[config.mk]
export PLATFORM = sky130hd
export DESIGN_NAME = rf_code_learn_and_match_flat
export DESIGN_NICKNAME = d
export VERILOG_FILES = /design/src/rfcl_pkg.sv /design/src/rfcl_if.sv /design/src/rfcl_cfg_regs.sv /design/src/rfcl_engine.sv /design/src/rf_code_learn_and_match.sv /design/src/flat_wrapper.sv
export SDC_FILE = /design/constraint.sdc
export NUM_CORES = 1
export LEC_CHECK = 0
export BUFFER_PORTS_ARGS = -buffer_cell sky130_fd_sc_hd__buf_2
export CAP_MARGIN = 10
export CORE_MARGIN = 2
export CORE_UTILIZATION = 63
export CTS_CLUSTER_SIZE = 25
export DETAILED_ROUTE_END_ITERATION = 6
export HOLD_SLACK_MARGIN = 0.03
export PLACE_DENSITY = 0.9
export SLEW_MARGIN = 20
export SYNTH_ARGS = -nofsm -noshare
export SYNTH_HDL_FRONTEND = slang
export SYNTH_SLANG_ARGS = --single-unit
[constraint.sdc]
create_clock -name clk -period 5.17 [get_ports clk]
set_clock_uncertainty 0.05 [all_clocks]
set_input_delay 1.551 -clock clk [delete_from_list [all_inputs] [get_ports clk]]
set_output_delay 1.551 -clock clk [all_outputs]
set_load 0.005 [all_outputs]
[src/rfcl_pkg.sv]
// Shared widths, codes and payload types for the remote-code learner.
package rfcl_pkg;

  localparam int CODE_BITS = 32;
  localparam int NUM_SLOTS = 4;

  localparam int REQ_W      = 2;
  localparam int CODE_IN_W  = 32;
  localparam int SLOT_W     = 2;
  localparam int WINDOW_W   = 20;
  localparam int HOLDOFF_W  = 16;
  localparam int TICK_W     = 32;
  localparam int CFG_IDX_W  = 1;
  localparam int CFG_DATA_W = 20;

  // bits of the incoming code that a slot keeps
  localparam int CODE_KEEP = (CODE_BITS < CODE_IN_W) ? CODE_BITS : CODE_IN_W;

  localparam logic [REQ_W-1:0] REQ_TICK  = 2'd0;
  localparam logic [REQ_W-1:0] REQ_CODE  = 2'd1;
  localparam logic [REQ_W-1:0] REQ_LEARN = 2'd2;

  localparam logic [CFG_IDX_W-1:0] CFG_LEARN_WINDOW = 1'd0;
  localparam logic [CFG_IDX_W-1:0] CFG_HOLDOFF      = 1'd1;

  localparam logic [WINDOW_W-1:0]  WINDOW_RESET  = 20'd10000;
  localparam logic [HOLDOFF_W-1:0] HOLDOFF_RESET = 16'd500;

  typedef struct packed {
    logic [REQ_W-1:0]     req_type;
    logic [CODE_IN_W-1:0] code_value;
    logic [SLOT_W-1:0]    learn_slot;
  } item_t;

  typedef struct packed {
    logic              action_fired;
    logic [SLOT_W-1:0] action;
    logic              code_learned;
    logic [SLOT_W-1:0] learned_slot;
    logic              learn_expired;
    logic              learning_now;
  } result_t;

  typedef struct packed {
    logic [WINDOW_W-1:0]  learn_window_ticks;
    logic [HOLDOFF_W-1:0] holdoff_ticks;
  } cfg_t;

endpackage

[src/rfcl_if.sv]
// Request and result channel interfaces.
interface rfcl_req_if
  import rfcl_pkg::*;
();
  logic                 valid;
  logic                 ready;
  logic [REQ_W-1:0]     req_type;
  logic [CODE_IN_W-1:0] code_value;
  logic [SLOT_W-1:0]    learn_slot;

  modport source (output valid, output req_type, output code_value, output learn_slot,
                  input ready);
  modport sink   (input valid, input req_type, input code_value, input learn_slot,
                  output ready);
endinterface

interface rfcl_res_if
  import rfcl_pkg::*;
();
  logic              valid;
  logic              ready;
  logic              action_fired;
  logic [SLOT_W-1:0] action;
  logic              code_learned;
  logic [SLOT_W-1:0] learned_slot;
  logic              learn_expired;
  logic              learning_now;

  modport source (output valid, output action_fired, output action, output code_learned,
                  output learned_slot, output learn_expired, output learning_now,
                  input ready);
  modport sink   (input valid, input action_fired, input action, input code_learned,
                  input learned_slot, input learn_expired, input learning_now,
                  output ready);
endinterface

[src/rfcl_cfg_regs.sv]
// Configuration registers: learning window and fire holdoff.
module rfcl_cfg_regs
  import rfcl_pkg::*;
(
  input  logic                  clk,
  input  logic                  rst,
  input  logic                  cfg_wr_en,
  input  logic [CFG_IDX_W-1:0]  cfg_index,
  input  logic [CFG_DATA_W-1:0] cfg_data,
  output cfg_t                  cfg
);

  always_ff @(posedge clk) begin
    if (rst) begin
      cfg.learn_window_ticks <= WINDOW_RESET;
      cfg.holdoff_ticks      <= HOLDOFF_RESET;
    end else if (cfg_wr_en) begin
      case (cfg_index)
        CFG_LEARN_WINDOW: cfg.learn_window_ticks <= cfg_data[WINDOW_W-1:0];
        CFG_HOLDOFF:      cfg.holdoff_ticks      <= cfg_data[HOLDOFF_W-1:0];
        default: ;
      endcase
    end
  end

endmodule

[src/rfcl_engine.sv]
// Slot store, learning session, tick counter and match/holdoff logic.
module rfcl_engine
  import rfcl_pkg::*;
(
  input  logic    clk,
  input  logic    rst,
  input  logic    step,
  input  item_t   item,
  input  cfg_t    cfg,
  output result_t result
);

  logic [CODE_BITS-1:0] code_slots      [NUM_SLOTS];
  logic [CODE_BITS-1:0] code_slots_next [NUM_SLOTS];
  logic                 learn_armed, learn_armed_next;
  logic [SLOT_W-1:0]    armed_slot, armed_slot_next;
  logic [WINDOW_W-1:0]  learn_elapsed, learn_elapsed_next;
  logic [TICK_W-1:0]    tick_now, tick_now_next;
  logic [TICK_W-1:0]    last_fire_time, last_fire_time_next;

  logic [CODE_BITS-1:0] code_kept;
  logic                 hit_found;
  logic [SLOT_W-1:0]    hit_idx;
  logic [TICK_W-1:0]    since_fire;
  logic [WINDOW_W-1:0]  elapsed_inc;

  assign code_kept  = CODE_BITS'(item.code_value[CODE_KEEP-1:0]);
  assign since_fire = tick_now - last_fire_time;
  assign elapsed_inc = (learn_elapsed == {WINDOW_W{1'b1}}) ? learn_elapsed
                                                           : learn_elapsed + 1'b1;

  // lowest-numbered nonzero equal slot wins
  always_comb begin
    hit_found = 1'b0;
    hit_idx   = '0;
    for (int i = NUM_SLOTS - 1; i >= 0; i--) begin
      if (code_slots[i] != '0 && code_slots[i] == code_kept) begin
        hit_found = 1'b1;
        hit_idx   = SLOT_W'(i);
      end
    end
  end

  always_comb begin
    logic armed_after_check;
    code_slots_next     = code_slots;
    learn_armed_next    = learn_armed;
    armed_slot_next     = armed_slot;
    learn_elapsed_next  = learn_elapsed;
    tick_now_next       = tick_now;
    last_fire_time_next = last_fire_time;
    result              = '0;

    // expiry test ahead of the request
    armed_after_check = learn_armed;
    if (learn_armed && learn_elapsed > cfg.learn_window_ticks) begin
      armed_after_check    = 1'b0;
      result.learn_expired = 1'b1;
    end
    learn_armed_next = armed_after_check;

    case (item.req_type)
      REQ_TICK: begin
        tick_now_next = tick_now + 1'b1;
        if (armed_after_check) begin
          learn_elapsed_next = elapsed_inc;
          if (elapsed_inc > cfg.learn_window_ticks) begin
            learn_armed_next     = 1'b0;
            result.learn_expired = 1'b1;
          end
        end
      end
      REQ_CODE: begin
        if (armed_after_check) begin
          for (int i = 0; i < NUM_SLOTS; i++) begin
            if (int'(armed_slot) == i) code_slots_next[i] = code_kept;
          end
          result.code_learned = 1'b1;
          result.learned_slot = armed_slot;
          learn_armed_next    = 1'b0;
        end else if (hit_found && since_fire > TICK_W'(cfg.holdoff_ticks)) begin
          result.action_fired = 1'b1;
          result.action       = hit_idx;
          last_fire_time_next = tick_now;
        end
      end
      REQ_LEARN: begin
        // ignore a slot beyond the store
        if (int'(item.learn_slot) < NUM_SLOTS) begin
          learn_armed_next   = 1'b1;
          armed_slot_next    = item.learn_slot;
          learn_elapsed_next = '0;
        end
      end
      default: ;
    endcase

    result.learning_now = learn_armed_next;
  end

  always_ff @(posedge clk) begin
    if (rst) begin
      for (int i = 0; i < NUM_SLOTS; i++) code_slots[i] <= '0;
      learn_armed    <= 1'b0;
      armed_slot     <= '0;
      learn_elapsed  <= '0;
      tick_now       <= '0;
      last_fire_time <= '0;
    end else if (step) begin
      code_slots     <= code_slots_next;
      learn_armed    <= learn_armed_next;
      armed_slot     <= armed_slot_next;
      learn_elapsed  <= learn_elapsed_next;
      tick_now       <= tick_now_next;
      last_fire_time <= last_fire_time_next;
    end
  end

endmodule

[src/rf_code_learn_and_match.sv]
// Top level: input register, engine, result register and configuration port.
// Every request beat (tick, received code or start-learning) yields exactly one
// result beat. A beat accepted on req is held in the input register, processed
// there by the slot comparators and session counters, and is then captured in
// the result register that drives res; a new beat can be taken in every cycle
// while res is being drained, so throughput is one beat per cycle, set by the
// combinational compare and counter update in the engine.
// Configuration writes take effect on the next beat and should be made with the
// block idle. There is no clearing pass: the four code slots reset to empty.
module rf_code_learn_and_match
  import rfcl_pkg::*;
(
  input  logic                  clk,
  input  logic                  rst,
  rfcl_req_if.sink              req,
  rfcl_res_if.source            res,
  input  logic                  cfg_wr_en,
  input  logic [CFG_IDX_W-1:0]  cfg_index,
  input  logic [CFG_DATA_W-1:0] cfg_data
);

  cfg_t    cfg;
  logic    stage_valid;
  item_t   stage_item;
  logic    res_valid;
  result_t res_data;
  result_t engine_result;
  logic    advance;

  // stage moves on when the result register is empty or being drained
  assign advance   = !res_valid || res.ready;
  assign req.ready = !stage_valid || advance;

  rfcl_cfg_regs u_cfg (
    .clk       (clk),
    .rst       (rst),
    .cfg_wr_en (cfg_wr_en),
    .cfg_index (cfg_index),
    .cfg_data  (cfg_data),
    .cfg       (cfg)
  );

  rfcl_engine u_engine (
    .clk    (clk),
    .rst    (rst),
    .step   (stage_valid && advance),
    .item   (stage_item),
    .cfg    (cfg),
    .result (engine_result)
  );

  always_ff @(posedge clk) begin
    if (rst) begin
      stage_valid <= 1'b0;
    end else if (req.ready) begin
      stage_valid <= req.valid;
    end
  end

  always_ff @(posedge clk) begin
    if (req.ready && req.valid) begin
      stage_item.req_type   <= req.req_type;
      stage_item.code_value <= req.code_value;
      stage_item.learn_slot <= req.learn_slot;
    end
  end

  always_ff @(posedge clk) begin
    if (rst) begin
      res_valid <= 1'b0;
    end else if (advance) begin
      res_valid <= stage_valid;
    end
  end

  always_ff @(posedge clk) begin
    if (advance && stage_valid) begin
      res_data <= engine_result;
    end
  end

  assign res.valid         = res_valid;
  assign res.action_fired  = res_data.action_fired;
  assign res.action        = res_data.action;
  assign res.code_learned  = res_data.code_learned;
  assign res.learned_slot  = res_data.learned_slot;
  assign res.learn_expired = res_data.learn_expired;
  assign res.learning_now  = res_data.learning_now;

  a_ready_when_free: assert property (@(posedge clk) disable iff (rst)
    (!res_valid || res.ready) |-> req.ready)
    else $error("request side stalled with a free result register");

  a_stage_to_result: assert property (@(posedge clk) disable iff (rst)
    (stage_valid && advance) |=> res_valid)
    else $error("processed beat did not reach the result register");

  a_session_closed: assert property (@(posedge clk) disable iff (rst)
    (res_valid && (res_data.action_fired || res_data.code_learned)) |-> !res_data.learning_now)
    else $error("session still armed after a fire or a learned code");

  a_fire_or_learn: assert property (@(posedge clk) disable iff (rst)
    res_valid |-> !(res_data.action_fired && res_data.code_learned))
    else $error("one beat both fired and learned");

endmodule
[src/flat_wrapper.sv]
// flat-port wrapper written by rule: the top's interface ports become plain ports
module rf_code_learn_and_match_flat import rfcl_pkg::*;
  (clk, rst, cfg_wr_en, cfg_index, cfg_data, req_valid, req_req_type, req_code_value, req_learn_slot, req_ready, res_valid, res_action_fired, res_action, res_code_learned, res_learned_slot, res_learn_expired, res_learning_now, res_ready);
  rfcl_req_if req_i ();
  rfcl_res_if res_i ();
  input  logic clk;
  input  logic rst;
  input  logic cfg_wr_en;
  input  logic [CFG_IDX_W-1:0] cfg_index;
  input  logic [CFG_DATA_W-1:0] cfg_data;
  input wire logic [$bits(req_i.valid)-1:0] req_valid;
  input wire logic [$bits(req_i.req_type)-1:0] req_req_type;
  input wire logic [$bits(req_i.code_value)-1:0] req_code_value;
  input wire logic [$bits(req_i.learn_slot)-1:0] req_learn_slot;
  output wire logic [$bits(req_i.ready)-1:0] req_ready;
  output wire logic [$bits(res_i.valid)-1:0] res_valid;
  output wire logic [$bits(res_i.action_fired)-1:0] res_action_fired;
  output wire logic [$bits(res_i.action)-1:0] res_action;
  output wire logic [$bits(res_i.code_learned)-1:0] res_code_learned;
  output wire logic [$bits(res_i.learned_slot)-1:0] res_learned_slot;
  output wire logic [$bits(res_i.learn_expired)-1:0] res_learn_expired;
  output wire logic [$bits(res_i.learning_now)-1:0] res_learning_now;
  input wire logic [$bits(res_i.ready)-1:0] res_ready;
  assign req_i.valid = req_valid;
  assign req_i.req_type = req_req_type;
  assign req_i.code_value = req_code_value;
  assign req_i.learn_slot = req_learn_slot;
  assign req_ready = req_i.ready;
  assign res_valid = res_i.valid;
  assign res_action_fired = res_i.action_fired;
  assign res_action = res_i.action;
  assign res_code_learned = res_i.code_learned;
  assign res_learned_slot = res_i.learned_slot;
  assign res_learn_expired = res_i.learn_expired;
  assign res_learning_now = res_i.learning_now;
  assign res_i.ready = res_ready;
  rf_code_learn_and_match u_core (.clk(clk), .rst(rst), .req(req_i), .res(res_i), .cfg_wr_en(cfg_wr_en), .cfg_index(cfg_index), .cfg_data(cfg_data));
endmodule
# [After elaboration in Yosys (flattened, before gate mapping)]
# Index checks and enable logic that the tools add are counted.
[totals] regBits=297 in_bits=62 output_inout_bits=10 wordCells=98
[classes] addsub=3 n_lt_le_gt_ge=3 n_eq_ne=11 muxes=21 bitwise=4 n_reduce_logical=33
[op_table] cell="$eq A32 B32 Y1" count=4
[op_table] cell="$reduce_bool A32 Y1" count=4
[op_table] cell="$gt A20 B20 Y1" count=2
[op_table] cell="$mux W20" count=2
[op_table] cell="$pmux W20 S2" count=1
[op_table] cell="$add A32 B1 Y32 const B" count=1
[op_table] cell="$gt A32 B16 Y1" count=1
[op_table] cell="$sub A32 B32 Y32" count=1
[op_table] cell="$add A20 B1 Y20 const B" count=1
[op_table] cell="$eq A20 B20 Y1 const B" count=1
[op_table] cell="$reduce_and A4 Y1" count=5
[op_table] cell="$mux W1" count=11
[op_table] cell="$reduce_and A2 Y1" count=5
[op_table] cell="$logic_and A1 B1 Y1" count=8
[op_table] cell="$mux W2" count=4
[op_table] cell="$eq A2 B2 Y1 const B" count=3
[op_table] cell="$mux W3" count=2
[op_table] cell="$reduce_or A5 Y1" count=1
[op_table] cell="$eq A2 B1 Y1 const B" count=2
[op_table] cell="$logic_not A2 Y1" count=2
[op_table] cell="$not A1 Y1" count=4
[op_table] cell="$reduce_or A4 Y1" count=1
[op_table] cell="$pmux W1 S3" count=1
[op_table] cell="$reduce_and A3 Y1" count=1
[op_table] cell="5 further kinds" count=7

# [Logic depth before layout (Yosys ltp)]
[logic_depth] word_depth=9 ltp_mapped=21

# [Hierarchy]
# Synthesis repeated with hierarchy kept, for this count alone.
[hier_totals] cells_unflattened=1947 hier_area_um2=16869.9
[modules_own_cells] mod="rfcl_engine" instances=1 cells_each=1746 area_per_inst_um2=13959.6 seq_area_each_um2=4304.1
[modules_own_cells] mod="rfcl_cfg_regs" instances=1 cells_each=147 area_per_inst_um2=1485.2 seq_area_each_um2=720.7
[modules_own_cells] mod="rf_code_learn_and_match" instances=1 cells_each=54 area_per_inst_um2=1425.1 seq_area_each_um2=1361.3

# [Least setup slack after synthesis]
# OpenSTA, ideal clock, no wires.
[synth_path] kind="register to register" from="register u_core.u_engine.tick_now[0]" to="register u_core.u_engine.last_fire_time[0]" setup_ns=0.118 arrival_time_ns=4.297 setup_slack_ns=0.705 stages_incl_launch_ff=20 period_less_slack_ns=4.465 cell_sequence="dfxtp_1 inv_1 ha_1 fa_1 nand2b_1 a21oi_1 nor2_1 o21bai_1 xnor2_1 ha_1 nand4_1 nor4_1 inv_1 a2111oi_0 nand4b_1 or4_1 o41a_1 buf_6 buf_12 mux2i_1"
[synth_between] elab_chain_len=4
[synth_rtl] item="from (decl)" line_no="rfcl_engine.sv:18" rtl="logic [TICK_W-1:0] tick_now, tick_now_next;"
[synth_rtl] item="from (signal assigned)" line_no="rfcl_engine.sv:114" rtl="tick_now <= tick_now_next;"
[synth_rtl] item="$sub A32 B32 Y32" line_no="rfcl_engine.sv:28" rtl="assign since_fire = tick_now - last_fire_time;"
[synth_rtl] item="$gt A32 B16 Y1" line_no="rfcl_engine.sv:81" rtl="end else if (hit_found && since_fire > TICK_W'(cfg.holdoff_ticks)) begin"
[synth_rtl] item="$logic_and A1 B1 Y1" line_no="rfcl_engine.sv:81"
[synth_rtl] item="$reduce_and A4 Y1 (no source line)"
[synth_rtl] item="to (signal assigned)" line_no="rfcl_engine.sv:115" rtl="last_fire_time <= last_fire_time_next;"
[synth_rtl] item="to (decl)" line_no="rfcl_engine.sv:19" rtl="logic [TICK_W-1:0] last_fire_time, last_fire_time_next;"
# Several ways; a longest one is shown, not always the timed one.
# A chain may end at the register's enable or synchronous reset.

# [Final worst setup path]
[layout_path] from="register u_core.u_engine.tick_now[7]" to="register u_core.u_engine.last_fire_time[25]"
[layout_between] elab_chain_len=4
[layout_rtl] item="$sub A32 B32 Y32" line_no="rfcl_engine.sv:28"
[layout_rtl] item="$gt A32 B16 Y1" line_no="rfcl_engine.sv:81"
[layout_rtl] item="$logic_and A1 B1 Y1" line_no="rfcl_engine.sv:81"
[layout_rtl] item="$reduce_and A4 Y1 (no source line)"
# No other way between the ends.

==> results by group <==
Status
  – Outcome: finished clean

Logic synthesis
  – Number of synthesized flops with an enable pin: 44
  – Leading area contributor after synthesis: dfxtp_1
  – Cell count after synthesis: 1,893
  – Largest family of logic cells by synthesized area: simple AND/OR/NAND/NOR gates
  – Syn Area/Cell: roughly 8.8 µm²
  – Top-area cell type share of the netlist area: 0.303
  – Yosys reg bits: 297
  – Post-Synth XOR/XNOR Area: 0.100
  – Synth Area in Adders: 0.0679
  – Synth unique cells: 78
  – Synth Flop Type: dfxtp_1
  – Area fraction in compound gates after synthesis: 0.103
  – Async S/R FF share, synth: 0
  – Synth top area cells: dfxtp_1 30%, mux2i_1 9.9%, xor2_1 8.6%, edfxtp_1 7.9%, ha_1 6.7%
  – Synthesized area: 16,700 µm²
  – Post-synthesis sequential area ratio: 0.382
  – Multiplexer share of the synthesized area: 0.101
  – Yosys Warn Count: 0
  – Simple-gate share of the synthesized area: 0.197
  – Syn Nets: around 2,000

STA
  – Final Slew Violations: 0
  – Setup TNS: 0 ns
  – Final hold violation count: 0
  – Worst slew margin: 0.311
  – Worst setup margin: 0.225 ns
  – Final setup vio count: 0
  – Final min period: 4.95 ns
  – Fmax achieved: 202 MHz
  – Hold_ws: 0.406 ns
  – Tcrit/Tclk final: 0.957
  – Worst-Margin Slew: 1.03 ns

Clock network
  – CTS root buffer: clkbuf_16
  – Num CTS Buffers: 34
  – Clock sinks: 297
  – Bufs on Longest Clock Path: 3
  – CTS tree: yes
  – Clk_lat worst skew: 0.53 ns
  – Htree depth: 2
  – Hold_buf cts: 0
  – Clock slew at reported path FFs: 0.06 ns

Placement
  – Pre-CTS WS: 0.0617 ns
  – Number of buffers added on ports: just over 70
  – Gpl congestion: 0.958
  – DP HPWL: 30.9 mm
  – Post-Place Cells: 2,200

Floorplan
  – Core Rows: 59
  – Die Ht: 167 µm
  – Die X: about 170 µm
  – IO Pins: 72
  – Area of the core: 26,100 µm²
  – Starting Density: 0.641
  – Die area: 27,800 µm²

GRT
  – Total grt overflow: 0
  – Vias in the first global route: 13,900
  – Largest net degree at the start of global routing: 101
  – Global-route wire length before repair: 69.2 mm
  – Initial antenna violation count: 0
  – Global-route usage over all layers: 0.302

Job
  – MaxCap Viol Count: 0

Layout
  – Diodes inserted: 0
  – Storage cell area: ~6400 µm²
  – Area Growth Syn to Fin: 9.27%
  – Non-Filler Instances: 2,262
  – Area of the multi-input gates: 9550 µm²
  – Nets: ~2,100
  – Layout cells sized above 1: 0.0919
  – Most frequent cells in the layout: 250 x dfxtp_1, 213 x nor2_1, 201 x nand2_1, 166 x mux2i_1, 164 x xor2_1
  – Fillers: ~1,900
  – Commonest non-fill, non-tap cell in the layout: dfxtp_1

Worst setup path
  – Worst setup SP type: flop
  – Maximum fanout along the worst path: 32
  – CP Class: reg2reg
  – CP endpoint kind: flop
  – Data required, critical path: 5.56 ns
  – Worst EP arrival: 5.33 ns

Pwr
  – Pwr dens: 279 nW/µm²
  – Leak Pwr: 0.00824 µW
  – Peak supply drop: 0.000314 V
  – Final Power: around 5100 µW

Min path
  – Hold crit path type: reg2reg

Detailed routing
  – Routed via count: roughly 14,000
  – First-pass detailed-route iteration total: 6
  – 1st-iter DRT viols: 1,446
  – # DRC: 0
  – Routed WL: 43.3 mm
  – Wire length per cell: 19.2 µm
  – Drt via density: 6.28
  – Final ANT Viol Nets: 0
## synth_stat cells, drive strengths merged, types with 43 or more instances
cell    number
nand4       45
nand2      201
a21oi       96
clkbuf      86
xor2       164
mux2i      166
dfxtp      253
nor4        76
inv         85
ha          89
nand3       43
edfxtp      44
nor2       213
## worst max-delay path, stage by stage (launching register included)
cell       delay [ns]
dfxtp_1          0.34
ha_1             0.40
a21oi_2          0.29
o21ai_1          0.19
nor2b_1          0.18
or3_1            0.36
xor2_1           0.15
ha_1             0.33
nand4_1          0.17
nor4_2           0.36
inv_1            0.11
a2111oi_1        0.39
nand4b_1         0.14
or4_1            0.49
o41a_2           0.40
buf_6            0.25
mux2i_1          0.24
## logic make-up (layout without fill, tap and decap cells)
group                    after synthesis  in the layout
buffers and inverters                195            229
AO/OA/AOI/OAI                        258            258
flip-flops                           297            297
multiplexers                         169            169
XOR/XNOR                             191            191
adder cells (fa/ha/maj)               90             90
AND/OR/NAND/NOR                      693            693
## routing by layer
layer / vias to the layer above / global-route usage / part of all wire
li1: 6654 / - / -
met1: 6756 / 0.370 / 0.40
met2: 626 / 0.517 / 0.48
met3: 179 / 0.0402 / 0.070
met4: 0 / 0.165 / 0.055
met5: - / 0 / 0
## sequential cells by signal, indices dropped and copies added (netlist names), 2 cells and up
| register | cells |
|---|---|
| u_core.stage_item | 36 |
| u_core.u_engine.armed_slot | 2 |
| u_core.u_cfg.cfg | 36 |
| u_core.u_engine.tick_now | 32 |
| u_core.u_engine.code_slots | 128 |
| u_core.res.learned_slot | 2 |
| u_core.u_engine.last_fire_time | 32 |
| u_core.u_engine.learn_elapsed | 20 |
| u_core.res.action | 2 |
## path summary, 6_finish.rpt
check                                     from                                 end  slack, ns  depth (start not counted)
min          u_core.u_engine.last_fire_time[9]   u_core.u_engine.last_fire_time[9]       0.41                          2
max reg2reg        u_core.u_engine.tick_now[7]  u_core.u_engine.last_fire_time[25]       0.22                         16
min reg2reg  u_core.u_engine.last_fire_time[9]   u_core.u_engine.last_fire_time[9]       0.41                          2
max                u_core.u_engine.tick_now[7]  u_core.u_engine.last_fire_time[25]       0.22                         16
## cell type report
type / instances / share of cell area
Multi-Input combinational cell: 1401 / 0.523
Sequential cell: 297 / 0.350
Clock buffer: 46 / 0.0542
Timing Repair Buffer: 82 / 0.0245
Tap cell: 335 / 0.0230
Inverter: 85 / 0.0175
Clock inverter: 16 / 0.00768
## power breakdown
part	switching, µW	internal [µW]
combinational	154	86.2
sequential	65.5	2380
clock	991	1410
total	1210	3880
## what timing repair did
item | in CTS | in global routing
gates resized for setup | 0 | 10
setup buffers | 0 | 0
setup endpoints to repair | 0 | 32
## through the flow
stage | util | area, µm²
floorplan | - | 16700
global placement | 0.656 | 17100
detailed placement | 0.656 | 17100
CTS | 0.699 | 18200
global route | 0.700 | 18300
finish | 0.700 | 18300
No activity file was read; power rests on OpenSTA's default activity.
